===== config.mk =====
export PLATFORM = sky130hd
export DESIGN_NAME = group_mean_stdev
export DESIGN_NICKNAME = d
export VERILOG_FILES = /design/src/hdl/gms_pkg.sv /design/src/hdl/gms_front.sv /design/src/hdl/gms_fifo.sv /design/src/hdl/gms_div.sv /design/src/hdl/gms_back.sv /design/src/hdl/group_mean_stdev.sv
export VERILOG_INCLUDE_DIRS = /design/src /design/src/hdl
export SDC_FILE = /design/constraint.sdc
export NUM_CORES = 2
export LEC_CHECK = 0
export BUFFER_PORTS_ARGS = -buffer_cell sky130_fd_sc_hd__buf_4
export CORE_MARGIN = 4
export CORE_UTILIZATION = 53
export CTS_CLUSTER_SIZE = 24
export DETAILED_ROUTE_END_ITERATION = 8
export GPL_ROUTABILITY_DRIVEN = 0
export HOLD_SLACK_MARGIN = 0.06
export PLACE_DENSITY = 0.72
export SETUP_SLACK_MARGIN = 0.02
export SYNTH_ARGS = -nofsm -noshare
export SYNTH_HDL_FRONTEND = slang
export SYNTH_SLANG_ARGS = --single-unit

===== constraint.sdc =====
create_clock -name clk_i -period 12.1 [get_ports clk_i]
set_input_delay 0 -clock clk_i [delete_from_list [all_inputs] [get_ports clk_i]]
set_output_delay 0 -clock clk_i [all_outputs]
set_load 0.05 [all_outputs]

===== src/hdl/group_mean_stdev_defines.svh =====
// ----------------------------------------------------------------------------
// group_mean_stdev_defines: assertion macros
// Concurrent assertion wrappers, empty when SYNTHESIS is set.
// ----------------------------------------------------------------------------
`ifndef GROUP_MEAN_STDEV_DEFINES_SVH
`define GROUP_MEAN_STDEV_DEFINES_SVH

`ifndef SYNTHESIS

`define GMS_ASSERT(lbl, clk, rstn, prop) \
  lbl: assert property (@(posedge clk) disable iff (!rstn) prop) \
    else $error("group_mean_stdev: assertion failed");

`define GMS_ASSERT_NEVER(lbl, clk, rstn, cond) \
  `GMS_ASSERT(lbl, clk, rstn, !(cond))

`else

`define GMS_ASSERT(lbl, clk, rstn, prop)

`define GMS_ASSERT_NEVER(lbl, clk, rstn, cond)

`endif

`endif


===== src/hdl/gms_pkg.sv =====
// ----------------------------------------------------------------------------
// gms_pkg: shared types and constants
// Word layouts, job record, sequencer states and arithmetic widths.
// ----------------------------------------------------------------------------
`default_nettype none

package gms_pkg;

  localparam int SAMPLE_BITS = 16;
  localparam int MAX_SAMPLES = 65535;

  localparam int CNT_W  = 16;            // sample count
  localparam int SUM_W  = 32;            // running sum
  localparam int SQ_W   = 48;            // running sum of squares
  localparam int HALF_W = SQ_W / 2;      // sum of squares split for the multiplier
  localparam int MUL_W  = 32;            // multiplier operand width
  localparam int PROD_W = 2 * MUL_W;     // product, variance numerator, root
  localparam int DIV_W  = SUM_W + 2;     // dividend width of the divider
  localparam int DEN_W  = CNT_W + 1;     // divisor width of the divider
  localparam int RES_W  = 16;            // result field width

  localparam int FIFO_DEPTH = 2;

  localparam logic [PROD_W-1:0] ROOT_BIT0 = PROD_W'(1) << (PROD_W - 2);

  typedef struct packed {
    logic signed [15:0] sample;
    logic               last;
    logic               empty_group;
  } gms_in_t;

  typedef struct packed {
    logic signed [RES_W-1:0] mean;
    logic        [RES_W-1:0] stdev;
    logic                    overflow;
  } gms_out_t;

  typedef struct packed {
    logic        [CNT_W-1:0] count;
    logic signed [SUM_W-1:0] sum;
    logic        [SQ_W-1:0]  sumsq;
    logic                    overflow;
  } gms_job_t;

  typedef struct packed {
    logic full;
    logic empty;
  } gms_fifo_stat_t;

  typedef struct packed {
    logic             start;
    logic [DIV_W-1:0] num;
    logic [DEN_W-1:0] den;
  } gms_div_req_t;

  typedef enum logic [2:0] {
    ST_IDLE,
    ST_MUL,
    ST_ROOT,
    ST_DIV_MEAN,
    ST_DIV_SD,
    ST_DONE
  } gms_state_e;

endpackage

`default_nettype wire


===== src/hdl/gms_front.sv =====
// ----------------------------------------------------------------------------
// gms_front: sample accumulator
// Keeps count, sum and sum of squares; hands a job on at each group close.
// ----------------------------------------------------------------------------
`default_nettype none

module gms_front import gms_pkg::*; (
  input  logic           clk_i,
  input  logic           rst_ni,
  input  logic           in_valid_i,
  output logic           in_stall_o,
  input  gms_in_t        in_word_i,
  input  gms_fifo_stat_t fifo_stat_i,
  output logic           push_o,
  output gms_job_t       job_o
);

  logic        [CNT_W-1:0]         count_q, count_d;
  logic signed [SUM_W-1:0]         sum_q, sum_d;
  logic        [SQ_W-1:0]          sumsq_q, sumsq_d;
  logic                            ovf_q, ovf_d;
  logic                            accept, take, room, close;
  logic signed [SUM_W-1:0]         value, value_neg;
  logic        [SAMPLE_BITS-1:0]   mag;
  logic        [2*SAMPLE_BITS-1:0] square;

  assign in_stall_o = fifo_stat_i.full;
  assign accept     = in_valid_i && !fifo_stat_i.full;
  assign take       = accept && !in_word_i.empty_group;
  assign room       = count_q != CNT_W'(MAX_SAMPLES);
  assign close      = accept && (in_word_i.last || in_word_i.empty_group);

  assign value     = SUM_W'(signed'(in_word_i.sample[SAMPLE_BITS-1:0]));
  assign value_neg = -value;
  assign mag       = value[SUM_W-1] ? value_neg[SAMPLE_BITS-1:0] : value[SAMPLE_BITS-1:0];
  assign square    = mag * mag;

  always_comb begin
    count_d = count_q;
    sum_d   = sum_q;
    sumsq_d = sumsq_q;
    ovf_d   = ovf_q;
    if (take) begin
      if (room) begin
        count_d = count_q + CNT_W'(1);
        sum_d   = sum_q + value;
        sumsq_d = sumsq_q + SQ_W'(square);
      end else begin
        ovf_d = 1'b1;
      end
    end
  end

  assign push_o         = close;
  assign job_o.count    = count_d;
  assign job_o.sum      = sum_d;
  assign job_o.sumsq    = sumsq_d;
  assign job_o.overflow = ovf_d;

  always_ff @(posedge clk_i or negedge rst_ni) begin
    if (!rst_ni) begin
      count_q <= '0;
      sum_q   <= '0;
      sumsq_q <= '0;
      ovf_q   <= 1'b0;
    end else if (close) begin
      count_q <= '0;
      sum_q   <= '0;
      sumsq_q <= '0;
      ovf_q   <= 1'b0;
    end else begin
      count_q <= count_d;
      sum_q   <= sum_d;
      sumsq_q <= sumsq_d;
      ovf_q   <= ovf_d;
    end
  end

endmodule

`default_nettype wire


===== src/hdl/gms_fifo.sv =====
// ----------------------------------------------------------------------------
// gms_fifo: job queue
// Short register queue between the accumulator and the arithmetic sequencer.
// ----------------------------------------------------------------------------
`default_nettype none

module gms_fifo import gms_pkg::*; (
  input  logic           clk_i,
  input  logic           rst_ni,
  input  logic           push_i,
  input  gms_job_t       job_i,
  input  logic           pop_i,
  output gms_job_t       job_o,
  output gms_fifo_stat_t stat_o
);

  localparam int PTR_W = (FIFO_DEPTH > 1) ? $clog2(FIFO_DEPTH) : 1;
  localparam int LVL_W = $clog2(FIFO_DEPTH + 1);

  gms_job_t         mem_q [FIFO_DEPTH];
  logic [PTR_W-1:0] wptr_q, wptr_d, rptr_q, rptr_d;
  logic [LVL_W-1:0] level_q, level_d;
  logic             do_push, do_pop;

  assign stat_o.full  = level_q == LVL_W'(FIFO_DEPTH);
  assign stat_o.empty = level_q == '0;
  assign do_push      = push_i && !stat_o.full;
  assign do_pop       = pop_i && !stat_o.empty;
  assign job_o        = mem_q[rptr_q];

  always_comb begin
    wptr_d  = wptr_q;
    rptr_d  = rptr_q;
    level_d = level_q;
    if (do_push) begin
      wptr_d = (wptr_q == PTR_W'(FIFO_DEPTH - 1)) ? '0 : wptr_q + PTR_W'(1);
    end
    if (do_pop) begin
      rptr_d = (rptr_q == PTR_W'(FIFO_DEPTH - 1)) ? '0 : rptr_q + PTR_W'(1);
    end
    if (do_push && !do_pop) begin
      level_d = level_q + LVL_W'(1);
    end else if (do_pop && !do_push) begin
      level_d = level_q - LVL_W'(1);
    end
  end

  always_ff @(posedge clk_i) begin
    if (do_push) begin
      mem_q[wptr_q] <= job_i;
    end
  end

  always_ff @(posedge clk_i or negedge rst_ni) begin
    if (!rst_ni) begin
      wptr_q  <= '0;
      rptr_q  <= '0;
      level_q <= '0;
    end else begin
      wptr_q  <= wptr_d;
      rptr_q  <= rptr_d;
      level_q <= level_d;
    end
  end

endmodule

`default_nettype wire


===== src/hdl/gms_div.sv =====
// ----------------------------------------------------------------------------
// gms_div: restoring divider
// One quotient bit per cycle; quotient is presented on the final step.
// ----------------------------------------------------------------------------
`default_nettype none

module gms_div import gms_pkg::*; (
  input  logic             clk_i,
  input  logic             rst_ni,
  input  gms_div_req_t     req_i,
  output logic             done_o,
  output logic [DIV_W-1:0] quo_o
);

  localparam int STEP_W = $clog2(DIV_W);

  logic              busy_q;
  logic [STEP_W-1:0] step_q;
  logic [DIV_W-1:0]  num_q, num_d;
  logic [DEN_W-1:0]  den_q;
  logic [DEN_W-1:0]  rem_q, rem_d;
  logic [DEN_W:0]    rem_sh, rem_sub;
  logic              ge;

  assign rem_sh  = {rem_q, num_q[DIV_W-1]};
  assign ge      = rem_sh >= {1'b0, den_q};
  assign rem_sub = rem_sh - {1'b0, den_q};
  // remainder stays below the divisor, so the top bit drops
  assign rem_d   = ge ? rem_sub[DEN_W-1:0] : rem_sh[DEN_W-1:0];
  assign num_d   = {num_q[DIV_W-2:0], ge};

  assign done_o = busy_q && (step_q == STEP_W'(DIV_W - 1));
  assign quo_o  = num_d;

  always_ff @(posedge clk_i) begin
    if (req_i.start) begin
      num_q <= req_i.num;
      den_q <= req_i.den;
      rem_q <= '0;
    end else if (busy_q) begin
      num_q <= num_d;
      rem_q <= rem_d;
    end
  end

  always_ff @(posedge clk_i or negedge rst_ni) begin
    if (!rst_ni) begin
      busy_q <= 1'b0;
      step_q <= '0;
    end else if (req_i.start) begin
      busy_q <= 1'b1;
      step_q <= '0;
    end else if (busy_q) begin
      step_q <= step_q + STEP_W'(1);
      if (done_o) begin
        busy_q <= 1'b0;
      end
    end
  end

endmodule

`default_nettype wire


===== src/hdl/gms_back.sv =====
// ----------------------------------------------------------------------------
// gms_back: group arithmetic sequencer
// Variance numerator, integer root, mean and stdev divisions, result register.
// ----------------------------------------------------------------------------
`default_nettype none

module gms_back import gms_pkg::*; (
  input  logic           clk_i,
  input  logic           rst_ni,
  input  gms_job_t       job_i,
  input  gms_fifo_stat_t fifo_stat_i,
  output logic           pop_o,
  output logic           out_valid_o,
  input  logic           out_stall_i,
  output gms_out_t       out_word_o
);

  gms_state_e state_q, state_d;

  logic [CNT_W-1:0]  m_q;
  logic              neg_q;
  logic [SUM_W-1:0]  abs_q;
  logic [SQ_W-1:0]   sumsq_q;
  logic              ovf_q;
  logic [1:0]        step_q;
  logic [PROD_W-1:0] prod_q;
  logic [PROD_W-1:0] d_q;       // variance numerator, then root remainder
  logic [PROD_W-1:0] root_q;
  logic [PROD_W-1:0] bit_q;
  logic [RES_W-1:0]  mean_q, sd_q;
  logic              out_valid_q;
  gms_out_t          out_q;

  logic [MUL_W-1:0]  mul_a, mul_b;
  logic [PROD_W-1:0] trial;
  logic [SUM_W-1:0]  job_neg_sum;
  logic [RES_W-1:0]  quo_lo;
  logic              root_last, res_load;
  gms_div_req_t      div_req;
  logic              div_done;
  logic [DIV_W-1:0]  div_quo;

  gms_div u_div (
    .clk_i  (clk_i),
    .rst_ni (rst_ni),
    .req_i  (div_req),
    .done_o (div_done),
    .quo_o  (div_quo)
  );

  assign root_last   = bit_q[0];
  assign trial       = root_q + bit_q;
  assign job_neg_sum = -job_i.sum;
  assign quo_lo      = div_quo[RES_W-1:0];

  // next state
  always_comb begin
    state_d = state_q;
    case (state_q)
      ST_IDLE: begin
        if (!fifo_stat_i.empty) begin
          state_d = (job_i.count == '0) ? ST_DONE : ST_MUL;
        end
      end
      ST_MUL: begin
        if (step_q == 2'd3) begin
          state_d = ST_ROOT;
        end
      end
      ST_ROOT: begin
        if (root_last) begin
          state_d = ST_DIV_MEAN;
        end
      end
      ST_DIV_MEAN: begin
        if (div_done) begin
          state_d = ST_DIV_SD;
        end
      end
      ST_DIV_SD: begin
        if (div_done) begin
          state_d = ST_DONE;
        end
      end
      ST_DONE: begin
        if (res_load) begin
          state_d = ST_IDLE;
        end
      end
      default: state_d = ST_IDLE;
    endcase
  end

  // control outputs
  always_comb begin
    pop_o         = 1'b0;
    res_load      = 1'b0;
    div_req.start = 1'b0;
    div_req.num   = DIV_W'({abs_q, 1'b0}) + DIV_W'(m_q);
    div_req.den   = {m_q, 1'b0};
    case (state_q)
      ST_IDLE: pop_o = !fifo_stat_i.empty;
      ST_ROOT: div_req.start = root_last;
      ST_DIV_MEAN: begin
        div_req.start = div_done;
        div_req.num   = root_q[DIV_W-1:0];
        div_req.den   = {1'b0, m_q};
      end
      ST_DONE: res_load = !out_valid_q || !out_stall_i;
      default: ;
    endcase
  end

  // one shared multiplier: |sum|^2, then m times each half of the square sum
  always_comb begin
    mul_a = MUL_W'(m_q);
    mul_b = MUL_W'(sumsq_q[HALF_W-1:0]);
    case (step_q)
      2'd0: begin
        mul_a = abs_q;
        mul_b = abs_q;
      end
      2'd2: mul_b = MUL_W'(sumsq_q[SQ_W-1:HALF_W]);
      default: ;
    endcase
  end

  always_ff @(posedge clk_i) begin
    case (state_q)
      ST_IDLE: begin
        m_q     <= job_i.count;
        neg_q   <= job_i.sum[SUM_W-1];
        abs_q   <= job_i.sum[SUM_W-1] ? job_neg_sum : job_i.sum;
        sumsq_q <= job_i.sumsq;
        ovf_q   <= job_i.overflow;
        mean_q  <= '0;
        sd_q    <= '0;
      end
      ST_MUL: begin
        prod_q <= mul_a * mul_b;
        case (step_q)
          2'd1: d_q <= -prod_q;
          2'd2: d_q <= d_q + prod_q;
          2'd3: begin
            d_q    <= d_q + (prod_q << HALF_W);
            root_q <= '0;
            bit_q  <= ROOT_BIT0;
          end
          default: ;
        endcase
      end
      ST_ROOT: begin
        if (d_q >= trial) begin
          d_q    <= d_q - trial;
          root_q <= (root_q >> 1) + bit_q;
        end else begin
          root_q <= root_q >> 1;
        end
        bit_q <= bit_q >> 2;
      end
      ST_DIV_MEAN: begin
        if (div_done) begin
          mean_q <= neg_q ? -quo_lo : quo_lo;
        end
      end
      ST_DIV_SD: begin
        if (div_done) begin
          sd_q <= quo_lo;
        end
      end
      default: ;
    endcase
    if (res_load) begin
      out_q.mean     <= mean_q;
      out_q.stdev    <= sd_q;
      out_q.overflow <= ovf_q;
    end
  end

  always_ff @(posedge clk_i or negedge rst_ni) begin
    if (!rst_ni) begin
      state_q     <= ST_IDLE;
      step_q      <= '0;
      out_valid_q <= 1'b0;
    end else begin
      state_q     <= state_d;
      step_q      <= (state_q == ST_MUL) ? step_q + 2'd1 : 2'd0;
      out_valid_q <= res_load || (out_valid_q && out_stall_i);
    end
  end

  assign out_valid_o = out_valid_q;
  assign out_word_o  = out_q;

endmodule

`default_nettype wire


===== src/hdl/group_mean_stdev.sv =====
// ----------------------------------------------------------------------------
// group_mean_stdev: per-group mean and population standard deviation
//
//   channel   dir   word                 handshake
//   in        in    gms_in_t  sample     in_valid_i / in_stall_o
//   out       out   gms_out_t result     out_valid_o / out_stall_i
//
// Samples are accumulated at one word per cycle unless in_stall_o is high.
// A closing word queues a job for the arithmetic sequencer, which runs each
// group through the shared 32x32 multiplier, the bit-pair square root and
// the two divisions on the shared restoring divider. Empty groups skip these.
// in_stall_o is high while the two-entry job queue is full.
// Reset clears the accumulators, queue and sequencer; no result is pending.
// ----------------------------------------------------------------------------
`default_nettype none

`include "group_mean_stdev_defines.svh"

module group_mean_stdev import gms_pkg::*; (
  input  logic     clk_i,
  input  logic     rst_ni,
  input  logic     in_valid_i,
  output logic     in_stall_o,
  input  gms_in_t  in_word_i,
  output logic     out_valid_o,
  input  logic     out_stall_i,
  output gms_out_t out_word_o
);

  logic           push, pop;
  gms_job_t       job_in, job_out;
  gms_fifo_stat_t fifo_stat;

  gms_front u_front (
    .clk_i       (clk_i),
    .rst_ni      (rst_ni),
    .in_valid_i  (in_valid_i),
    .in_stall_o  (in_stall_o),
    .in_word_i   (in_word_i),
    .fifo_stat_i (fifo_stat),
    .push_o      (push),
    .job_o       (job_in)
  );

  gms_fifo u_fifo (
    .clk_i  (clk_i),
    .rst_ni (rst_ni),
    .push_i (push),
    .job_i  (job_in),
    .pop_i  (pop),
    .job_o  (job_out),
    .stat_o (fifo_stat)
  );

  gms_back u_back (
    .clk_i       (clk_i),
    .rst_ni      (rst_ni),
    .job_i       (job_out),
    .fifo_stat_i (fifo_stat),
    .pop_o       (pop),
    .out_valid_o (out_valid_o),
    .out_stall_i (out_stall_i),
    .out_word_o  (out_word_o)
  );

  `GMS_ASSERT_NEVER(a_push_full, clk_i, rst_ni, push && fifo_stat.full)
  `GMS_ASSERT(a_pop_has_job, clk_i, rst_ni, pop |-> !fifo_stat.empty)
  `GMS_ASSERT(a_job_queued, clk_i, rst_ni, push |=> !fifo_stat.empty)

endmodule

`default_nettype wire

## Word-level counts from Yosys, hierarchy flattened

Memories as Yosys holds them, arrays and structs flattened.
Index checks and enable logic that the tools add are counted.

- Add/subtract/negate cells: 20
- Multipliers: 2
- Div/mod/pow operators: 0
- $lt $le $gt $ge: 2
- Eq/ne operators: 19
- Shift-type cells: 0
- Multiplexer cells: 56
- Bitwise gates (word level): 0
- Reduce and logical (&&, ||, !) cells: 33

Operators by type and width:

| cell | number |
|---|---|
| $pmux W64 S2 | 3 |
| $mux W64 | 4 |
| $add A64 B64 Y64 | 3 |
| $pmux W64 S3 | 1 |
| $mux W48 | 3 |
| $mux W32 | 4 |
| $mux W16 | 7 |
| $mux W34 | 2 |
| $add A63 B64 Y64 | 1 |
| $ge A64 B64 Y1 | 1 |
| $mul A32 B32 Y64 | 1 |
| $neg A64 Y64 | 1 |
| $pmux W16 S2 | 2 |
| $pmux W32 S2 | 1 |
| $sub A64 B64 Y64 | 1 |
| $mux W51 | 1 |
| $add A48 B32 Y48 | 1 |
| $add A33 B16 Y34 | 1 |
| $add A32 B16 Y32 | 1 |
| $mul A16 B16 Y32 | 1 |
| $neg A16 Y16 | 2 |
| $neg A32 Y32 | 1 |
| $mux W31 | 1 |
| $mux W3 | 7 |
| other kinds (33) | 81 |

- Register bits after elaboration: 601
- Latch bits: 0
- RAM bits: 194
- Memory bits (read-only): 0
- Input bits: 22
- Output and inout port bits: 35
- Word-level logic and storage cells: 165
- Memories kept: 1

Memories:

| name | words | bits a word | read ports | clocked after memory_dff | wr ports | line | source |
|---|---|---|---|---|---|---|---|
| u_fifo.mem_q | 2 | 97 | 1 | 0 | 1 | gms_fifo.sv:20 | `gms_job_t mem_q [FIFO_DEPTH];` |

## Depth between registers and ports, before layout

- Depth in word-level cells: 9
- Gate-level depth with buffers: 34
- Mapped depth without buffers: 31

## Cells and area by module

A second synthesis with hierarchy kept.

- Cells, all modules: 9849
- Area total of the unflattened synthesis: 91504.0 µm²

By module, submodules not included:

| module | times used | cells each | area an instance (µm²) | sequential area each (µm²) |
|---|---|---|---|---|
| gms_back | 1 | 7363 | 65073.7 | 11771.3 |
| gms_front | 1 | 1794 | 15035.7 | 2427.3 |
| gms_fifo | 1 | 321 | 7269.5 | 5925.7 |
| gms_div | 1 | 371 | 4125.2 | 2047.0 |

## Least setup slack after synthesis

No wires, ideal clock.

- Path kind: register -> register
- Start: reg u_back.state_q[0]
- End: reg u_fifo.level_q[1]
- Setup time: 80 ps
- Arrival time: 9675 ps
- Data required time: 12020 ps
- Setup slack: 2345 ps
- Cell stages (with the launch flop): 8
- Buffers on the path: 1
- Clock period less this slack: 9755 ps
- Cells stage by stage: dfrtp_1 -> clkbuf_1 -> nor3_1 -> o21ai_0 -> ha_1 -> xor2_1 -> nor2_1 -> xnor2_1

- Word-level cells in the longest chain between the ends: 6
- Elaborated cells between the ends (all ways): 8
- Those cells by class: 2 x mux; 6 x reduce/logical

Ends and longest elaborated chain:

| what | line | source |
|---|---|---|
| start: declaration | gms_back.sv:18 | `gms_state_e state_q, state_d;` |
| start signal: assignment | gms_back.sv:186 | `state_q <= state_d;` |
| $logic_not A3 Y1 (*) | gms_back.sv:101 | `case (state_q)` |
| $mux W1 (*) | gms_back.sv:101 |  |
| $logic_and A1 B1 Y1 (*) | gms_fifo.sv:28 | `assign do_pop = pop_i && !stat_o.empty;` |
| $logic_not A1 Y1 | gms_fifo.sv:41 | `if (do_push && !do_pop) begin` |
| $logic_and A1 B1 Y1 | gms_fifo.sv:41 |  |
| $mux W2 or $reduce_bool A2 Y1 (tied branches) | - |  |
| end signal: assignment | gms_fifo.sv:62 | `level_q <= level_d;` |
| end: declaration | gms_fifo.sv:22 | `logic [LVL_W-1:0] level_q, level_d;` |

Every way passes the cells marked *; elsewhere a longest branch is shown, timed or not.
A chain may end at the register's enable or synchronous reset.

## Worst setup path after layout

- Start: reg u_back.step_q[0]
- End: reg u_back.prod_q[63], data pin

- Word-level cells in the longest chain between the ends: 3
- Elaborated cells between the ends (all ways): 5
- Those cells by class: 1 x mul; 1 x eq/ne; 2 x mux; 1 x reduce/logical

Ends and longest elaborated chain:

| what | line | source |
|---|---|---|
| start: declaration | gms_back.sv:25 | `logic [1:0] step_q;` |
| start signal: assignment | gms_back.sv:187 | `step_q <= (state_q == ST_MUL) ? step_q + 2'd1 : 2'd0;` |
| $eq A2 B2 Y1 or $logic_not A2 Y1 (tied branches) | gms_back.sv:118 | `case (step_q)` |
| $pmux W32 S2 or $mux W32 (tied branches) | gms_back.sv:118 |  |
| $mul A32 B32 Y64 (*) | gms_back.sv:140 | `prod_q <= mul_a * mul_b;` |
| end signal: assignment | gms_back.sv:140 |  |
| end: declaration | gms_back.sv:26 | `logic [PROD_W-1:0] prod_q;` |

Marks and branches as above.

==> flow_summary_export.csv <==
group,metric,value,unit
routing,firstDrtPassIters,9,
clocking,tritoncts_num_sinks,763,
global_routing,grt_pass1_vias,76330,
global_routing,grt_use_total,31.78,%
placement,hpwl,223500,um
sta,period_share,91.70,%
job,cap_viol_max_count,0,
power_and_ir_drop,power_density,140.3,nW/um2
status,violations,"DRC",
clocking,clk_pin_slew,0.06,ns
global_routing,grt_pass1_wl,441100,um
worst_setup_path,r2r_end,"u_back.prod_q[63]$_DFFE_PP_",
final_layout,layout.area.seq,22180,um2
final_layout,nets,11600,
logic_synthesis,yosysTopAreaCellShare,24.07,%
clocking,hold_buffers,17,
logic_synthesis,syn_area,91060,um2
routing,drc_errors,4,
worst_setup_path,rrSetupSlack,1.00,ns
sta,relSlewSlack,5.535,%
final_layout,nFillCells,14650,
worst_setup_path,slowest_delay,1.15,ns
floorplan,dieArea,178500,um2
sta,tns,0,ns
logic_synthesis,synth_top_cell_by_area,"fa_1",
global_routing,antenna_found_initial,10,
logic_synthesis,ys_types,98,
logic_synthesis,yosysWarnings,0,
global_routing,grt_max_degree,75,
logic_synthesis,synthFlopType,"edfxtp_1",
sta,rsz0062_at_grt,"no",
worst_hold_path,hp-class,"input port to flop",
sta,clock_skew,0.04669,ns
sta,final_max_slew_viol_count,0,
sta,hold_viol,0,
floorplan,core_area,170000,um2
floorplan,rows,151,
logic_synthesis,synth_seq_cells,763,
floorplan,die_w,422.5,um
routing,drt-initial-drc-count,8252,
sta,layout_min_cycle_time,11.10,ns
sta,whs,0.1113,ns
logic_synthesis,ys_seq_area_share,24.35,%
final_layout,drive_above_1_share,5.439,%
clocking,cts-buffers-inserted,82,
logic_synthesis,synth_most_common_cell,"inv_1",
sta,setup_viol,0,
worst_setup_path,crit_arrival,11.49,ns
worst_setup_path,worstPathMaxFanout,31,
logic_synthesis,synth.area.top_cells,"fa_1, edfxtp_1, ha_1, inv_1, nand2_1",
logic_synthesis,synthTopCellsByCount,"inv_1, nand2_1, fa_1, nor2_1, ha_1",
routing,wl_per_cell,23.63,um
clocking,worst_skew_pair.late_latency,0.71,ns
logic_synthesis,netlist_instances,9960,
logic_synthesis,synth.avg_cell_area,9.143,um2
routing,final_antenna_net_count,0,
clocking,cts-resized-gates,0,
power_and_ir_drop,power_leakage,0.04392,uW
worst_setup_path,criticalPathCategory,"flop to flop",
sta,tightestPinTransition,1.402,ns
status,status,"complete, but fails checks",
sta,fmax,90.13,MHz
worst_setup_path,critPathLaunchType,"flop",
floorplan,io_pins,57,
worst_hold_path,hold_end,"u_back.out_valid_o$_DFF_PN0_",
clocking,htreeDepth,3,
clocking,cts_tree,"done",
logic_synthesis,synth_edf_count,632,
final_layout,multi_input_area,62210,um2
placement,io_buffers,56,
worst_hold_path,min_from,"out_stall_i",
clocking,clk_path_buf_depth,3,
worst_setup_path,crit_start,"u_back.step_q[0]$_DFF_PN0_",
routing,wl,286000,um
worst_setup_path,r2r_cells,28,
worst_setup_path,endpoint_kind,"flop",
power_and_ir_drop,ir_drop,0.001816,V
worst_hold_path,hold_depth,4,
routing,route.vias.total,75050,
floorplan,initial_core_util,53.55,%
worst_setup_path,crit_slowest_cell,"a221oi_4",
final_layout,syn_to_final_growth,6.494,%
routing,routed_via_density,6.203,
worst_setup_path,r2r-start,"u_back.step_q[0]$_DFF_PN0_",
floorplan,die_y,422.5,um
clocking,clock-root-buffer,"clkbuf_16",
worst_setup_path,critPathRequiredTime,12.50,ns
logic_synthesis,async_flop_share,14.94,%
worst_setup_path,critPathMostFrequentCell,"fa_1",
clocking,postCtsSetupBuffers,0,
global_routing,grt_overflow_total,0,
## layer usage
metal  vias up  global-route usage [%]  wire, um
met2      4215                   49.72    127000
met3      1189                   9.256     33150
met1     36650                   38.92    103500
met5         -                 0.08065        64
met4         8                   19.44     22180
li1      32980                       -         -
## where the power goes
part	internal (uW)	total, uW	leakage [uW]	switching [uW]
sequential	3330	3450	0.00751	116
combinational	2880	7490	0.0350	4610
clock	1530	2680	0.00137	1150
## registers in the layout (all words and copies together), names as in the netlist, 17 cells and up
name and cells:
u_front.sum_q 32, u_front.sumsq_q 48, u_back.abs_q 32, u_back.sumsq_q 48, u_back.out_word_o 33, u_back.prod_q 64, u_back.root_q 64, u_fifo.mem_q 194
u_back.u_div.num_q 34, u_back.u_div.rem_q 17, u_back.u_div.den_q 17, u_back.d_q 64, u_back.bit_q 32
## worst max-delay path by stage
stage	cells after the start	end	slack, ns
CTS	28	u_back.prod_q[63]$_DFFE_PP_	1.28
global route	28	u_back.prod_q[63]$_DFFE_PP_	0.61
floorplan	7	u_fifo.level_q[1]$_DFFE_PN0P_	2.35
finish	28	u_back.prod_q[63]$_DFFE_PP_	1.00
detailed placement	28	u_back.prod_q[63]$_DFFE_PP_	1.35
global placement	27	u_back.prod_q[63]$_DFFE_PP_	1.56
## area by class of cell
cell class | count | share of cell area [%]
clock buffers | 104 | 2.307
inverters | 1389 | 5.378
well taps | 2218 | 2.862
flip-flops and latches | 763 | 22.87
multi-input cells | 7344 | 64.15
diodes | 8 | 0.02064
repair buffers | 223 | 1.790
clock inverters | 50 | 0.6232
## cells by family after synthesis
logic type | after synthesis | synth area share, %
flip-flops | 763 | 24.35
other | 2 | 0.008247
multiplexers | 128 | 1.503
XOR/XNOR | 539 | 5.184
adder cells (fa/ha/maj) | 1772 | 33.38
AND/OR/NAND/NOR | 3029 | 14.77
AO/OA/AOI/OAI | 1865 | 13.11
buffers and inverters | 1862 | 7.696
## worst max-delay path: cells and delay by family, from the launching register on
kind	cells	cell delay, ns
buffers and inverters	5	0.34
AOI/OAI and AO/OA	7	3.52
and+or+nand+nor	5	1.04
xor gates and xnor gates	1	0.12
adders and majority gates	10	5.39
DFF	1	0.38
## layout by cell type, fill, tap and decap left out, types with 56 or more instances in the layout
master        n
a31oi_1     124
nand3_1     118
nor2_1     1001
a21o_1      202
buf_4       204
o21ai_0     370
inv_1      1368
mux2_2       70
a221oi_1     56
xor2_1      248
nor3_1      113
ha_1        676
edfxtp_1    632
clkbuf_16    84
a21oi_1     537
and2_1      132
nand2_1    1159
mux2i_1      58
nand2b_1     56
fa_1       1095
xnor2_1     291
and3_1       92
a211oi_1     77
nand4_1     113
dfrtp_1     113
o21bai_1     74
## stage by stage
step	total power (uW)	area, um2	util (%)	worst slack, ns	std cells
2_1_floorplan	8932	91090	-	2.345	9969
3_3_place_gp	10720	93920	55.23	1.556	11920
3_5_place_dp	10930	93920	55.23	1.347	11920
4_1_cts	13650	96950	57.01	1.278	12090
5_1_grt	14730	96950	57.02	0.6063	12090
6_report	13610	96970	57.03	1.005	12100
No activity file was read; power rests on OpenSTA's default activity.
